--- src/hw/rtl/fgsc_pkg.sv ---
// ----------------------------------------------------------------------------
// fgsc_pkg
// shared widths, register map, codes and types of the sample conditioner
// ----------------------------------------------------------------------------
package fgsc_pkg;

    localparam int WINDOW_DEPTH = 10;

    localparam int CELL_W   = 23;
    localparam int RAW_W    = 15;
    localparam int PCT_W    = 7;
    localparam int MARGIN_W = 11;
    localparam int WORD_W   = 16;

    localparam int FILL_W  = $clog2(WINDOW_DEPTH + 1);
    localparam int POS_W   = (WINDOW_DEPTH > 1) ? $clog2(WINDOW_DEPTH) : 1;
    localparam int TOTAL_W = CELL_W + $clog2(WINDOW_DEPTH);
    localparam int NUM_W   = RAW_W + PCT_W;

    localparam int DIVIDEND_W = (TOTAL_W > NUM_W) ? TOTAL_W : NUM_W;
    localparam int DIVISOR_W  = (RAW_W > FILL_W) ? RAW_W : FILL_W;
    localparam int DIV_CNT_W  = $clog2(DIVIDEND_W + 1);

    localparam int CELL_LSB_UV = 1250;
    localparam int PERCENT     = 100;
    // 1953125 / 10000000 = 25 / 128
    localparam int HV_NUM      = 25;
    localparam int HV_SHIFT    = 7;
    localparam int HV_PROD_W   = WORD_W + 5;

    localparam int DATA_W    = 32;
    localparam int ADDR_W    = 5;
    localparam int REG_IDX_W = ADDR_W - 2;

    localparam logic [REG_IDX_W-1:0] REG_HIGH_VOLTAGE_SCALE = 3'd0;
    localparam logic [REG_IDX_W-1:0] REG_EMPTY_LEVEL        = 3'd1;
    localparam logic [REG_IDX_W-1:0] REG_FULL_DEFAULT       = 3'd2;
    localparam logic [REG_IDX_W-1:0] REG_FIXED_FULL_MODE    = 3'd3;
    localparam logic [REG_IDX_W-1:0] REG_FULL_LOW_LIMIT     = 3'd4;
    localparam logic [REG_IDX_W-1:0] REG_FULL_HIGH_LIMIT    = 3'd5;
    localparam logic [REG_IDX_W-1:0] REG_FULL_MARGIN        = 3'd6;

    localparam logic [RAW_W-1:0]    EMPTY_LEVEL_RST     = 15'd110;
    localparam logic [RAW_W-1:0]    FULL_DEFAULT_RST    = 15'd10000;
    localparam logic [RAW_W-1:0]    FULL_LOW_LIMIT_RST  = 15'd9300;
    localparam logic [RAW_W-1:0]    FULL_HIGH_LIMIT_RST = 15'd10100;
    localparam logic [MARGIN_W-1:0] FULL_MARGIN_RST     = 11'd50;

    localparam logic OP_SAMPLE       = 1'b0;
    localparam logic OP_CHARGER_FULL = 1'b1;

    typedef enum logic [3:0] {
        ST_IDLE,
        ST_CELL,
        ST_TOTAL,
        ST_AVG_START,
        ST_AVG_WAIT,
        ST_PCT_START,
        ST_PCT_WAIT,
        ST_LEARN,
        ST_OUT
    } state_t;

    typedef struct packed {
        logic start;
    } div_ctrl_t;

    typedef struct packed {
        logic done;
    } div_stat_t;

endpackage

--- src/hw/rtl/fgsc_divider.sv ---
// ----------------------------------------------------------------------------
// fgsc_divider
// restoring bit-serial unsigned divider, one quotient bit per cycle
// ----------------------------------------------------------------------------
module fgsc_divider (
    input  logic                              aclk,
    input  logic                              aresetn,
    input  fgsc_pkg::div_ctrl_t               ctrl,
    input  logic [fgsc_pkg::DIVIDEND_W-1:0]   dividend,
    input  logic [fgsc_pkg::DIVISOR_W-1:0]    divisor,
    output fgsc_pkg::div_stat_t               stat,
    output logic [fgsc_pkg::DIVIDEND_W-1:0]   quotient
);
    import fgsc_pkg::*;

    logic                  busy_reg;
    logic                  done_reg;
    logic [DIV_CNT_W-1:0]  cnt_reg;
    logic [DIVISOR_W-1:0]  rem_reg;
    logic [DIVIDEND_W-1:0] quo_reg;
    logic [DIVISOR_W-1:0]  div_reg;

    logic [DIVISOR_W:0]    trial;
    logic                  take;
    logic [DIVISOR_W:0]    diff;

    assign trial = {rem_reg, quo_reg[DIVIDEND_W-1]};
    assign take  = (trial >= {1'b0, div_reg});
    assign diff  = trial - {1'b0, div_reg};

    always_ff @(posedge aclk) begin
        if (!aresetn) begin
            busy_reg <= 1'b0;
            done_reg <= 1'b0;
            cnt_reg  <= '0;
        end else begin
            done_reg <= 1'b0;
            if (ctrl.start) begin
                busy_reg <= 1'b1;
                cnt_reg  <= DIV_CNT_W'(DIVIDEND_W);
            end else if (busy_reg) begin
                cnt_reg <= cnt_reg - 1'b1;
                if (cnt_reg == DIV_CNT_W'(1)) begin
                    busy_reg <= 1'b0;
                    done_reg <= 1'b1;
                end
            end
        end
    end

    always_ff @(posedge aclk) begin
        if (ctrl.start) begin
            rem_reg <= '0;
            quo_reg <= dividend;
            div_reg <= divisor;
        end else if (busy_reg) begin
            rem_reg <= take ? diff[DIVISOR_W-1:0] : trial[DIVISOR_W-1:0];
            quo_reg <= {quo_reg[DIVIDEND_W-2:0], take};
        end
    end

    assign stat.done = done_reg;
    assign quotient  = quo_reg;

endmodule

--- src/hw/rtl/fuel_gauge_sample_conditioner_unit.sv ---
// ----------------------------------------------------------------------------
// fuel_gauge_sample_conditioner_unit
// cell voltage moving average and rescaled state of charge for a fuel gauge
// ----------------------------------------------------------------------------
// A sample transaction (opcode 0) converts the voltage word to microvolts,
// pushes it into a ring of WINDOW_DEPTH entries and reports the floored
// average of the filled entries, together with the raw charge in hundredths
// of a percent and the charge rescaled between the empty and full levels in
// whole percent. A charger-full transaction (opcode 1) re-learns the full
// level from the last raw charge and repeats the last sample's results.
// One transaction is in work at a time and s_ready is low meanwhile. In a
// sample the bit-serial divider runs first for the average and then for
// the percentage; when the full level is not above empty or the charge is
// at or below empty the second run is skipped. The result sits in an output
// register, so the next transaction is accepted while it waits for m_ready.
// Configuration registers are 32-bit words at byte address 4*index.
// ----------------------------------------------------------------------------
module fuel_gauge_sample_conditioner_unit (
    input  logic                          aclk,
    input  logic                          aresetn,

    input  logic                          s_valid,
    output logic                          s_ready,
    input  logic                          s_opcode,
    input  logic [fgsc_pkg::WORD_W-1:0]   s_voltage_word,
    input  logic [fgsc_pkg::WORD_W-1:0]   s_charge_word,

    output logic                          m_valid,
    input  logic                          m_ready,
    output logic [fgsc_pkg::CELL_W-1:0]   m_cell_microvolts,
    output logic [fgsc_pkg::CELL_W-1:0]   m_average_microvolts,
    output logic [fgsc_pkg::RAW_W-1:0]    m_raw_charge,
    output logic [fgsc_pkg::PCT_W-1:0]    m_charge_percent,
    output logic [fgsc_pkg::RAW_W-1:0]    m_learned_full,

    input  logic                          psel,
    input  logic                          penable,
    input  logic                          pwrite,
    input  logic [fgsc_pkg::ADDR_W-1:0]   paddr,
    input  logic [fgsc_pkg::DATA_W-1:0]   pwdata,
    output logic [fgsc_pkg::DATA_W-1:0]   prdata,
    output logic                          pready
);
    import fgsc_pkg::*;

    // configuration
    logic                high_voltage_scale_reg;
    logic [RAW_W-1:0]    empty_level_reg;
    logic [RAW_W-1:0]    full_default_reg;
    logic                fixed_full_mode_reg;
    logic [RAW_W-1:0]    full_low_limit_reg;
    logic [RAW_W-1:0]    full_high_limit_reg;
    logic [MARGIN_W-1:0] full_margin_reg;

    logic                 cfg_write;
    logic [REG_IDX_W-1:0] cfg_idx;

    // sequencer and datapath
    state_t              state_reg, state_next;
    logic [WORD_W-1:0]   vword_reg;
    logic [WORD_W-1:0]   cword_reg;

    logic [FILL_W-1:0]   fill_reg;
    logic [POS_W-1:0]    pos_reg;
    logic [POS_W-1:0]    pos_next;
    logic                evict_reg;
    logic [CELL_W-1:0]   old_reg;
    logic [TOTAL_W-1:0]  total_reg;
    logic [TOTAL_W-1:0]  total_next;

    logic [CELL_W-1:0]   cell_reg;
    logic [CELL_W-1:0]   avg_reg;
    logic [RAW_W-1:0]    raw_reg;
    logic [PCT_W-1:0]    pct_reg;
    logic [RAW_W-1:0]    full_level_reg;

    logic [NUM_W-1:0]    num_reg;
    logic [RAW_W-1:0]    den_reg;
    logic                special_reg;
    logic [PCT_W-1:0]    special_pct_reg;

    logic [CELL_W-1:0]   window_mem [WINDOW_DEPTH];

    logic [CELL_W-1:0]   cell_calc;
    logic [RAW_W-1:0]    raw_calc;
    logic [RAW_W-1:0]    full_sel;
    logic [RAW_W-1:0]    learned_calc;
    logic [PCT_W-1:0]    pct_calc;

    div_ctrl_t             div_ctrl;
    div_stat_t             div_stat;
    logic [DIVIDEND_W-1:0] div_dividend;
    logic [DIVISOR_W-1:0]  div_divisor;
    logic [DIVIDEND_W-1:0] div_quotient;

    logic                out_load;
    logic                m_valid_reg, m_valid_next;
    logic [CELL_W-1:0]   m_cell_reg;
    logic [CELL_W-1:0]   m_avg_reg;
    logic [RAW_W-1:0]    m_raw_reg;
    logic [PCT_W-1:0]    m_pct_reg;
    logic [RAW_W-1:0]    m_full_reg;

    function automatic logic [RAW_W-1:0] charge_from_word(
        input logic              hv,
        input logic [WORD_W-1:0] word
    );
        logic [RAW_W-1:0]     msb_part;
        logic [RAW_W-1:0]     lsb_prod;
        logic [HV_PROD_W-1:0] hv_prod;
        msb_part = RAW_W'(word[15:8]) * RAW_W'(PERCENT);
        lsb_prod = RAW_W'(word[7:0]) * RAW_W'(PERCENT);
        hv_prod  = HV_PROD_W'(word) * HV_PROD_W'(HV_NUM);
        if (hv) begin
            charge_from_word = RAW_W'(hv_prod >> HV_SHIFT);
        end else begin
            charge_from_word = msb_part + (lsb_prod >> 8);
        end
    endfunction

    function automatic logic [RAW_W-1:0] learn_level(
        input logic [RAW_W-1:0]    raw,
        input logic [RAW_W-1:0]    low,
        input logic [RAW_W-1:0]    high,
        input logic [MARGIN_W-1:0] margin
    );
        logic [RAW_W:0] low_plus;
        low_plus = {1'b0, low} + (RAW_W + 1)'(margin);
        if (raw < low) begin
            learn_level = low;
        end else if (raw > high) begin
            learn_level = (high > RAW_W'(margin)) ? high - RAW_W'(margin) : '0;
        end else if ({1'b0, raw} > low_plus) begin
            learn_level = raw - RAW_W'(margin);
        end else begin
            learn_level = low;
        end
    endfunction

    // configuration port
    assign pready    = 1'b1;
    assign cfg_idx   = paddr[ADDR_W-1:2];
    assign cfg_write = psel && penable && pwrite && pready;

    always_ff @(posedge aclk) begin
        if (!aresetn) begin
            high_voltage_scale_reg <= 1'b0;
            empty_level_reg        <= EMPTY_LEVEL_RST;
            full_default_reg       <= FULL_DEFAULT_RST;
            fixed_full_mode_reg    <= 1'b0;
            full_low_limit_reg     <= FULL_LOW_LIMIT_RST;
            full_high_limit_reg    <= FULL_HIGH_LIMIT_RST;
            full_margin_reg        <= FULL_MARGIN_RST;
        end else if (cfg_write) begin
            case (cfg_idx)
                REG_HIGH_VOLTAGE_SCALE: high_voltage_scale_reg <= pwdata[0];
                REG_EMPTY_LEVEL:        empty_level_reg        <= pwdata[RAW_W-1:0];
                REG_FULL_DEFAULT:       full_default_reg       <= pwdata[RAW_W-1:0];
                REG_FIXED_FULL_MODE:    fixed_full_mode_reg    <= pwdata[0];
                REG_FULL_LOW_LIMIT:     full_low_limit_reg     <= pwdata[RAW_W-1:0];
                REG_FULL_HIGH_LIMIT:    full_high_limit_reg    <= pwdata[RAW_W-1:0];
                REG_FULL_MARGIN:        full_margin_reg        <= pwdata[MARGIN_W-1:0];
                default: begin
                end
            endcase
        end
    end

    always_comb begin
        case (cfg_idx)
            REG_HIGH_VOLTAGE_SCALE: prdata = DATA_W'(high_voltage_scale_reg);
            REG_EMPTY_LEVEL:        prdata = DATA_W'(empty_level_reg);
            REG_FULL_DEFAULT:       prdata = DATA_W'(full_default_reg);
            REG_FIXED_FULL_MODE:    prdata = DATA_W'(fixed_full_mode_reg);
            REG_FULL_LOW_LIMIT:     prdata = DATA_W'(full_low_limit_reg);
            REG_FULL_HIGH_LIMIT:    prdata = DATA_W'(full_high_limit_reg);
            REG_FULL_MARGIN:        prdata = DATA_W'(full_margin_reg);
            default:                prdata = '0;
        endcase
    end

    // next state
    always_comb begin
        state_next = state_reg;
        case (state_reg)
            ST_IDLE: begin
                if (s_valid) begin
                    state_next = (s_opcode == OP_SAMPLE) ? ST_CELL : ST_LEARN;
                end
            end
            ST_CELL:      state_next = ST_TOTAL;
            ST_TOTAL:     state_next = ST_AVG_START;
            ST_AVG_START: state_next = ST_AVG_WAIT;
            ST_AVG_WAIT: begin
                if (div_stat.done) begin
                    state_next = special_reg ? ST_OUT : ST_PCT_START;
                end
            end
            ST_PCT_START: state_next = ST_PCT_WAIT;
            ST_PCT_WAIT: begin
                if (div_stat.done) begin
                    state_next = ST_OUT;
                end
            end
            ST_LEARN:     state_next = ST_OUT;
            ST_OUT: begin
                if (out_load) begin
                    state_next = ST_IDLE;
                end
            end
            default:      state_next = ST_IDLE;
        endcase
    end

    // sequencer outputs
    always_comb begin
        s_ready        = 1'b0;
        div_ctrl.start = 1'b0;
        out_load       = 1'b0;
        div_dividend   = DIVIDEND_W'(num_reg);
        div_divisor    = DIVISOR_W'(den_reg);
        case (state_reg)
            ST_IDLE:      s_ready = 1'b1;
            ST_AVG_START: begin
                div_ctrl.start = 1'b1;
                div_dividend   = DIVIDEND_W'(total_reg);
                div_divisor    = DIVISOR_W'(fill_reg);
            end
            ST_PCT_START: div_ctrl.start = 1'b1;
            ST_OUT:       out_load = !m_valid_reg || m_ready;
            default: begin
            end
        endcase
    end

    always_ff @(posedge aclk) begin
        if (!aresetn) begin
            state_reg <= ST_IDLE;
        end else begin
            state_reg <= state_next;
        end
    end

    // datapath
    assign cell_calc = CELL_W'(vword_reg[15:4]) * CELL_W'(CELL_LSB_UV);
    assign raw_calc  = charge_from_word(high_voltage_scale_reg, cword_reg);
    assign full_sel  = fixed_full_mode_reg ? full_default_reg : full_level_reg;
    assign learned_calc = learn_level(raw_reg, full_low_limit_reg,
                                      full_high_limit_reg, full_margin_reg);
    assign pct_calc  = (div_quotient > DIVIDEND_W'(PERCENT)) ? PCT_W'(PERCENT)
                                                             : div_quotient[PCT_W-1:0];

    always_comb begin
        if (fill_reg < FILL_W'(WINDOW_DEPTH)) begin
            pos_next = fill_reg[POS_W-1:0];
        end else if (pos_reg == POS_W'(WINDOW_DEPTH - 1)) begin
            pos_next = '0;
        end else begin
            pos_next = pos_reg + 1'b1;
        end
    end

    assign total_next = total_reg - (evict_reg ? TOTAL_W'(old_reg) : '0)
                      + TOTAL_W'(cell_reg);

    always_ff @(posedge aclk) begin
        if (!aresetn) begin
            fill_reg       <= '0;
            pos_reg        <= '0;
            total_reg      <= '0;
            cell_reg       <= '0;
            avg_reg        <= '0;
            raw_reg        <= '0;
            pct_reg        <= '0;
            full_level_reg <= FULL_DEFAULT_RST;
        end else begin
            case (state_reg)
                ST_CELL: begin
                    pos_reg  <= pos_next;
                    cell_reg <= cell_calc;
                    raw_reg  <= raw_calc;
                    if (fill_reg < FILL_W'(WINDOW_DEPTH)) begin
                        fill_reg <= fill_reg + 1'b1;
                    end
                end
                ST_TOTAL:     total_reg <= total_next;
                ST_AVG_WAIT: begin
                    if (div_stat.done) begin
                        avg_reg <= div_quotient[CELL_W-1:0];
                        if (special_reg) begin
                            pct_reg <= special_pct_reg;
                        end
                    end
                end
                ST_PCT_WAIT: begin
                    if (div_stat.done) begin
                        pct_reg <= pct_calc;
                    end
                end
                ST_LEARN:     full_level_reg <= learned_calc;
                default: begin
                end
            endcase
        end
    end

    always_ff @(posedge aclk) begin
        if (state_reg == ST_IDLE && s_valid) begin
            vword_reg  <= s_voltage_word;
            cword_reg  <= s_charge_word;
        end
        if (state_reg == ST_CELL) begin
            evict_reg <= (fill_reg == FILL_W'(WINDOW_DEPTH));
        end
        if (state_reg == ST_TOTAL) begin
            num_reg <= NUM_W'(raw_reg - empty_level_reg) * NUM_W'(PERCENT);
            den_reg <= full_sel - empty_level_reg;
            if (full_sel <= empty_level_reg) begin
                special_reg     <= 1'b1;
                special_pct_reg <= PCT_W'(PERCENT);
            end else if (raw_reg <= empty_level_reg) begin
                special_reg     <= 1'b1;
                special_pct_reg <= '0;
            end else begin
                special_reg     <= 1'b0;
                special_pct_reg <= '0;
            end
        end
    end

    // voltage ring
    always_ff @(posedge aclk) begin
        if (state_reg == ST_CELL) begin
            old_reg <= window_mem[pos_next];
        end
        if (state_reg == ST_TOTAL) begin
            window_mem[pos_reg] <= cell_reg;
        end
    end

    fgsc_divider u_divider (
        .aclk     (aclk),
        .aresetn  (aresetn),
        .ctrl     (div_ctrl),
        .dividend (div_dividend),
        .divisor  (div_divisor),
        .stat     (div_stat),
        .quotient (div_quotient)
    );

    // result register
    always_comb begin
        if (out_load) begin
            m_valid_next = 1'b1;
        end else if (m_ready) begin
            m_valid_next = 1'b0;
        end else begin
            m_valid_next = m_valid_reg;
        end
    end

    always_ff @(posedge aclk) begin
        if (!aresetn) begin
            m_valid_reg <= 1'b0;
        end else begin
            m_valid_reg <= m_valid_next;
        end
    end

    always_ff @(posedge aclk) begin
        if (out_load) begin
            m_cell_reg <= cell_reg;
            m_avg_reg  <= avg_reg;
            m_raw_reg  <= raw_reg;
            m_pct_reg  <= pct_reg;
            m_full_reg <= full_level_reg;
        end
    end

    assign m_valid              = m_valid_reg;
    assign m_cell_microvolts    = m_cell_reg;
    assign m_average_microvolts = m_avg_reg;
    assign m_raw_charge         = m_raw_reg;
    assign m_charge_percent     = m_pct_reg;
    assign m_learned_full       = m_full_reg;

endmodule

--- config.mk ---
export PLATFORM = sky130hd
export DESIGN_NAME = fuel_gauge_sample_conditioner_unit
export DESIGN_NICKNAME = d
export VERILOG_FILES = /design/src/hw/rtl/fgsc_pkg.sv /design/src/hw/rtl/fgsc_divider.sv /design/src/hw/rtl/fuel_gauge_sample_conditioner_unit.sv
export SDC_FILE = /design/constraint.sdc
export NUM_CORES = 2
export LEC_CHECK = 0
export ABC_AREA = 1
export BUFFER_PORTS_ARGS = -buffer_cell sky130_fd_sc_hd__buf_4
export CAP_MARGIN = 5
export CELL_PAD_IN_SITES_DETAIL_PLACEMENT = 0
export CELL_PAD_IN_SITES_GLOBAL_PLACEMENT = 1
export CORE_UTILIZATION = 48
export DETAILED_ROUTE_END_ITERATION = 16
export PLACE_DENSITY_LB_ADDON = 0.1
export SETUP_SLACK_MARGIN = 0.15
export SYNTH_ARGS = -nofsm -noshare
export SYNTH_HDL_FRONTEND = slang
export SYNTH_SLANG_ARGS = --single-unit
--- constraint.sdc ---
create_clock -name aclk -period 6.2 [get_ports aclk]
set_input_delay 0.62 -clock aclk [delete_from_list [all_inputs] [get_ports aclk]]
set_output_delay 0.62 -clock aclk [all_outputs]
set_load 0.01 [all_outputs]
==> out/summary.log <==
qor: synthesis.synth-warning-count 0
qor: floorplan.die_w 283.0 um
qor: clock_tree.number_of_hold_buffers_added_after_cts 0
qor: sta.final.period_utilization 0.8193
qor: global_routing.antenna_found_initial 0
qor: clock_tree.cts-htree-levels 3
qor: layout.num-nets-final 4750
qor: sta.timing.final.max_slew_violations 0
qor: sta.setup_repair_after_global_routing_missed_its_margin false
qor: drt.1st_iter_drt_viols 2039
qor: setup_path.worstSetupPathType flip-flop to flip-flop
qor: layout.mostFrequentLayoutCell sky130_fd_sc_hd__nand2_1
qor: drt.vias_per_cell 5.342
qor: drt.aggregate_routed_wire_length 104.3 mm
qor: clock_tree.clockRootBuffer sky130_fd_sc_hd__clkbuf_16
qor: global_routing.vias_in_the_first_global_route 27780
qor: layout.final_cell_mix 672 x sky130_fd_sc_hd__nand2_1, 602 x sky130_fd_sc_hd__inv_1, 432 x sky130_fd_sc_hd__edfxtp_1
qor: drt.vias 28690
qor: sta.fmaxAchievable 0.1969 GHz
qor: setup_path.nature_of_the_critical_path_endpoint flip-flop
qor: sta.period_needed 5.080 ns
qor: synthesis.post_synth_num_cell_types 65
qor: floorplan.floorplan.die_area 0.08007 mm^2
qor: placed_design.buffer_ports.inserted 152
qor: layout.multiInputGateArea 0.01770 mm^2
qor: setup_path.data_arrival_at_the_endpoint_of_the_critical_path 5.45 ns
qor: clock_tree.cts_tree yes
qor: drt.drc_errors 0
qor: sta.max_slew_headroom 0.2500
qor: clock_tree.cts-buffers-inserted 73
qor: sta.totalNegativeSetupSlack 0 ns
qor: placed_design.detailed_place_hpwl 75.86 mm
qor: hold_path.hold_path_startpoint s_charge_word[2]
qor: synthesis.postSynth.asyncResetShare 0
qor: synthesis.synth-edff-count 432
qor: hold_path.min_path_cells 1
qor: drt.avgRoutedWirePerCell 19.43 um
qor: sta.worst_skew 0.02705 ns
qor: global_routing.overflow 0
qor: layout.final_layout_size_suffix_gt1_frac 0.09561
qor: job.cap_viol_max_count 0
qor: placed_design.place.gp.congestion 0.9268
qor: clock_tree.cts_sinks 648
qor: layout.area_growth_syn_to_layout 12.51%
qor: floorplan.io-pin-count 195
qor: hold_path.min_to cword_reg[2]$_DFFE_PP_
qor: synthesis.synth_top_flop_cell sky130_fd_sc_hd__edfxtp_1
qor: sta.hold_violations 0
qor: setup_path.worst-r2r-cell-count 22
qor: synthesis.synth.avg_cell_area 9.179 um^2
qor: layout.number_of_diodes 0
qor: global_routing.grt_max_degree 79
qor: layout.largest_register_ff_count 220
qor: clock_tree.path_clk_slew 0.06 ns
qor: clock_tree.clockBufferDepth 3
qor: drt.drt.antenna.violating_nets 0
qor: setup_path.register_to_register_path_setup_slack 1.12 ns
qor: global_routing.global_route_wire_length_before_repair 162.3 mm
qor: status.run_status completed
qor: synthesis.sequential_to_total_area_share_from_yosys_stat 0.4565
qor: synthesis.postSynthCellCount 4128
qor: sta.timing.final.setup_violations 0
qor: floorplan.dieHeight 283.0 um
qor: hold_path.timing.hold.worst.class input port to flip-flop
qor: clock_tree.post_cts.repair.setup_buffers 0
qor: setup_path.category_of_the_worst_setup_path_launch_point flip-flop
qor: floorplan.initial_core_utilization 0.4875
qor: layout.layout.filler_cells 7235
qor: clock_tree.cts_resized 0
qor: sta.slew_of_the_pin_with_the_lowest_slew_margin 1.124 ns
qor: setup_path.critical_path_required 6.57 ns
qor: global_routing.groute.usage.overall 0.2605
qor: drt.pre_antenna_drt_iters 6
qor: synthesis.yosys_register_bits 648
qor: setup_path.worst-path-max-fanout 5
qor: synthesis.synthesis.area 0.03789 mm^2
qor: clock_tree.clock_latency 0.63 ns
qor: floorplan.core_area 0.07772 mm^2
qor: setup_path.regToRegEndpoint num_reg[18]$_DFFE_PP_
qor: setup_path.r2r_start raw_reg[0]$_SDFFE_PN0P_
qor: floorplan.fp_rows 102
qor: layout.seqCellArea 0.01730 mm^2
-- cells by family (layout without fill, tap and decap cells) --
family / count (synthesis) / count (layout) / synth area share
xor+xnor: 141 / 141 / 0.03259
simple gates: 1251 / 1251 / 0.1398
buf+inv: 766 / 951 / 0.08067
mux: 13 / 13 / 0.003831
compound gates: 905 / 905 / 0.1382
fa+ha+maj: 402 / 402 / 0.1482
other cells: 2 / 19 / 0.0001982
flops: 648 / 648 / 0.4565
-- cells in the mapped netlist, types with 4 or more instances --
| library cell | count | area share |
|---|---|---|
| sky130_fd_sc_hd__a211oi_1 | 6 | 0.0012 |
| sky130_fd_sc_hd__o21ai_0 | 254 | 0.034 |
| sky130_fd_sc_hd__xor2_1 | 83 | 0.019 |
| sky130_fd_sc_hd__nor2_1 | 275 | 0.027 |
| sky130_fd_sc_hd__o21bai_1 | 8 | 0.0016 |
| sky130_fd_sc_hd__o21a_1 | 4 | 0.00079 |
| sky130_fd_sc_hd__o21ai_2 | 6 | 0.0014 |
| sky130_fd_sc_hd__nand3b_1 | 11 | 0.0022 |
| sky130_fd_sc_hd__a21oi_1 | 394 | 0.052 |
| sky130_fd_sc_hd__edfxtp_1 | 432 | 0.34 |
| sky130_fd_sc_hd__a221o_1 | 4 | 0.0011 |
| sky130_fd_sc_hd__buf_4 | 27 | 0.0053 |
| sky130_fd_sc_hd__nand3_1 | 163 | 0.022 |
| sky130_fd_sc_hd__nand2_1 | 672 | 0.067 |
| sky130_fd_sc_hd__o211ai_1 | 74 | 0.015 |
| sky130_fd_sc_hd__o31ai_1 | 4 | 0.00079 |
| sky130_fd_sc_hd__fa_1 | 78 | 0.041 |
| sky130_fd_sc_hd__xnor2_1 | 58 | 0.013 |
| sky130_fd_sc_hd__nor4_1 | 9 | 0.0015 |
| sky130_fd_sc_hd__a31oi_1 | 13 | 0.0021 |
| sky130_fd_sc_hd__o221ai_1 | 6 | 0.0014 |
| sky130_fd_sc_hd__buf_2 | 33 | 0.0044 |
| sky130_fd_sc_hd__nor2_2 | 9 | 0.0015 |
| sky130_fd_sc_hd__nor3_1 | 21 | 0.0028 |
| sky130_fd_sc_hd__nand2_2 | 7 | 0.0012 |
| sky130_fd_sc_hd__o22ai_1 | 13 | 0.0021 |
| sky130_fd_sc_hd__mux2_2 | 12 | 0.0036 |
| sky130_fd_sc_hd__dfxtp_1 | 216 | 0.11 |
| sky130_fd_sc_hd__buf_6 | 5 | 0.0015 |
| sky130_fd_sc_hd__buf_1 | 9 | 0.00089 |
| sky130_fd_sc_hd__or2_2 | 15 | 0.0025 |
| sky130_fd_sc_hd__o21ai_1 | 17 | 0.0022 |
| sky130_fd_sc_hd__a21boi_0 | 5 | 0.00099 |
| sky130_fd_sc_hd__o311ai_1 | 42 | 0.0097 |
| sky130_fd_sc_hd__a221oi_1 | 11 | 0.0025 |
| sky130_fd_sc_hd__ha_1 | 324 | 0.11 |
| sky130_fd_sc_hd__a21o_1 | 20 | 0.0040 |
| sky130_fd_sc_hd__nand4_1 | 28 | 0.0046 |
| sky130_fd_sc_hd__inv_2 | 17 | 0.0017 |
| sky130_fd_sc_hd__inv_1 | 602 | 0.060 |
| sky130_fd_sc_hd__a21oi_2 | 10 | 0.0023 |
| sky130_fd_sc_hd__or2_1 | 30 | 0.0050 |
| sky130_fd_sc_hd__clkbuf_1 | 71 | 0.0070 |
-- stage by stage --
step             util  setup WS (ns)  instance area (um^2)  std cells  hold slack (ns)
3_5_place_dp   0.5160          1.141                 40100       5236           0.4166
5_1_grt        0.5485         0.7648                 42630       5370           0.1411
3_3_place_gp   0.5160          1.149                 40100       5236           0.4162
4_1_cts        0.5485          1.149                 42630       5370           0.1340
2_1_floorplan       -          1.583                 37950       4145           0.4030
6_report       0.5485          1.120                 42630       5370           0.1686
-- worst max path at each step --
stage | from | to | depth (start not counted)
4_1_cts | raw_reg[0]$_SDFFE_PN0P_ | num_reg[18]$_DFFE_PP_ | 22
3_5_place_dp | raw_reg[0]$_SDFFE_PN0P_ | num_reg[18]$_DFFE_PP_ | 22
3_3_place_gp | raw_reg[0]$_SDFFE_PN0P_ | num_reg[18]$_DFFE_PP_ | 22
6_report | raw_reg[0]$_SDFFE_PN0P_ | num_reg[18]$_DFFE_PP_ | 22
2_1_floorplan | raw_reg[0]$_SDFFE_PN0P_ | num_reg[18]$_DFFE_PP_ | 22
5_1_grt | raw_reg[0]$_SDFFE_PN0P_ | num_reg[18]$_DFFE_PP_ | 22
-- critical path, cell delays in order, from the launching register on --
cell and delay, ns:
sky130_fd_sc_hd__dfxtp_1 0.32, sky130_fd_sc_hd__inv_1 0.12, sky130_fd_sc_hd__ha_1 0.26, sky130_fd_sc_hd__fa_1 0.46, sky130_fd_sc_hd__o31ai_4 0.34, sky130_fd_sc_hd__nand3_1 0.10, sky130_fd_sc_hd__nand2_1 0.09, sky130_fd_sc_hd__xnor2_1 0.18
sky130_fd_sc_hd__inv_1 0.14, sky130_fd_sc_hd__ha_1 0.32, sky130_fd_sc_hd__ha_1 0.28, sky130_fd_sc_hd__inv_1 0.05, sky130_fd_sc_hd__fa_1 0.52, sky130_fd_sc_hd__inv_1 0.04, sky130_fd_sc_hd__ha_1 0.35, sky130_fd_sc_hd__a21o_1 0.18
sky130_fd_sc_hd__a21oi_1 0.29, sky130_fd_sc_hd__o21ai_0 0.19, sky130_fd_sc_hd__nand2_1 0.09, sky130_fd_sc_hd__nand2_1 0.05, sky130_fd_sc_hd__a21oi_1 0.19, sky130_fd_sc_hd__o21ai_0 0.12, sky130_fd_sc_hd__xor2_1 0.15
-- layout make-up --
cell class / count / area share
clock buffers: 95 / 0.04646
clock inverters: 39 / 0.01277
inverters: 620 / 0.05468
multi-input cells: 2731 / 0.4151
flip-flops and latches: 648 / 0.4058
well taps: 1040 / 0.03053
repair buffers: 197 / 0.03469
-- per-layer routing --
| metal | vias up | GRT usage | part of all wire |
|---|---|---|---|
| met4 | 0 | 0.08696 | 0.033 |
| li1 | 14280 | - | - |
| met5 | - | 0 | 0 |
| met2 | 752 | 0.4192 | 0.45 |
| met3 | 168 | 0.03301 | 0.050 |
| met1 | 13490 | 0.3628 | 0.46 |
Power is not shown: default switching activity piles up to over one toggle a cycle in this logic, so the estimate is an artifact.
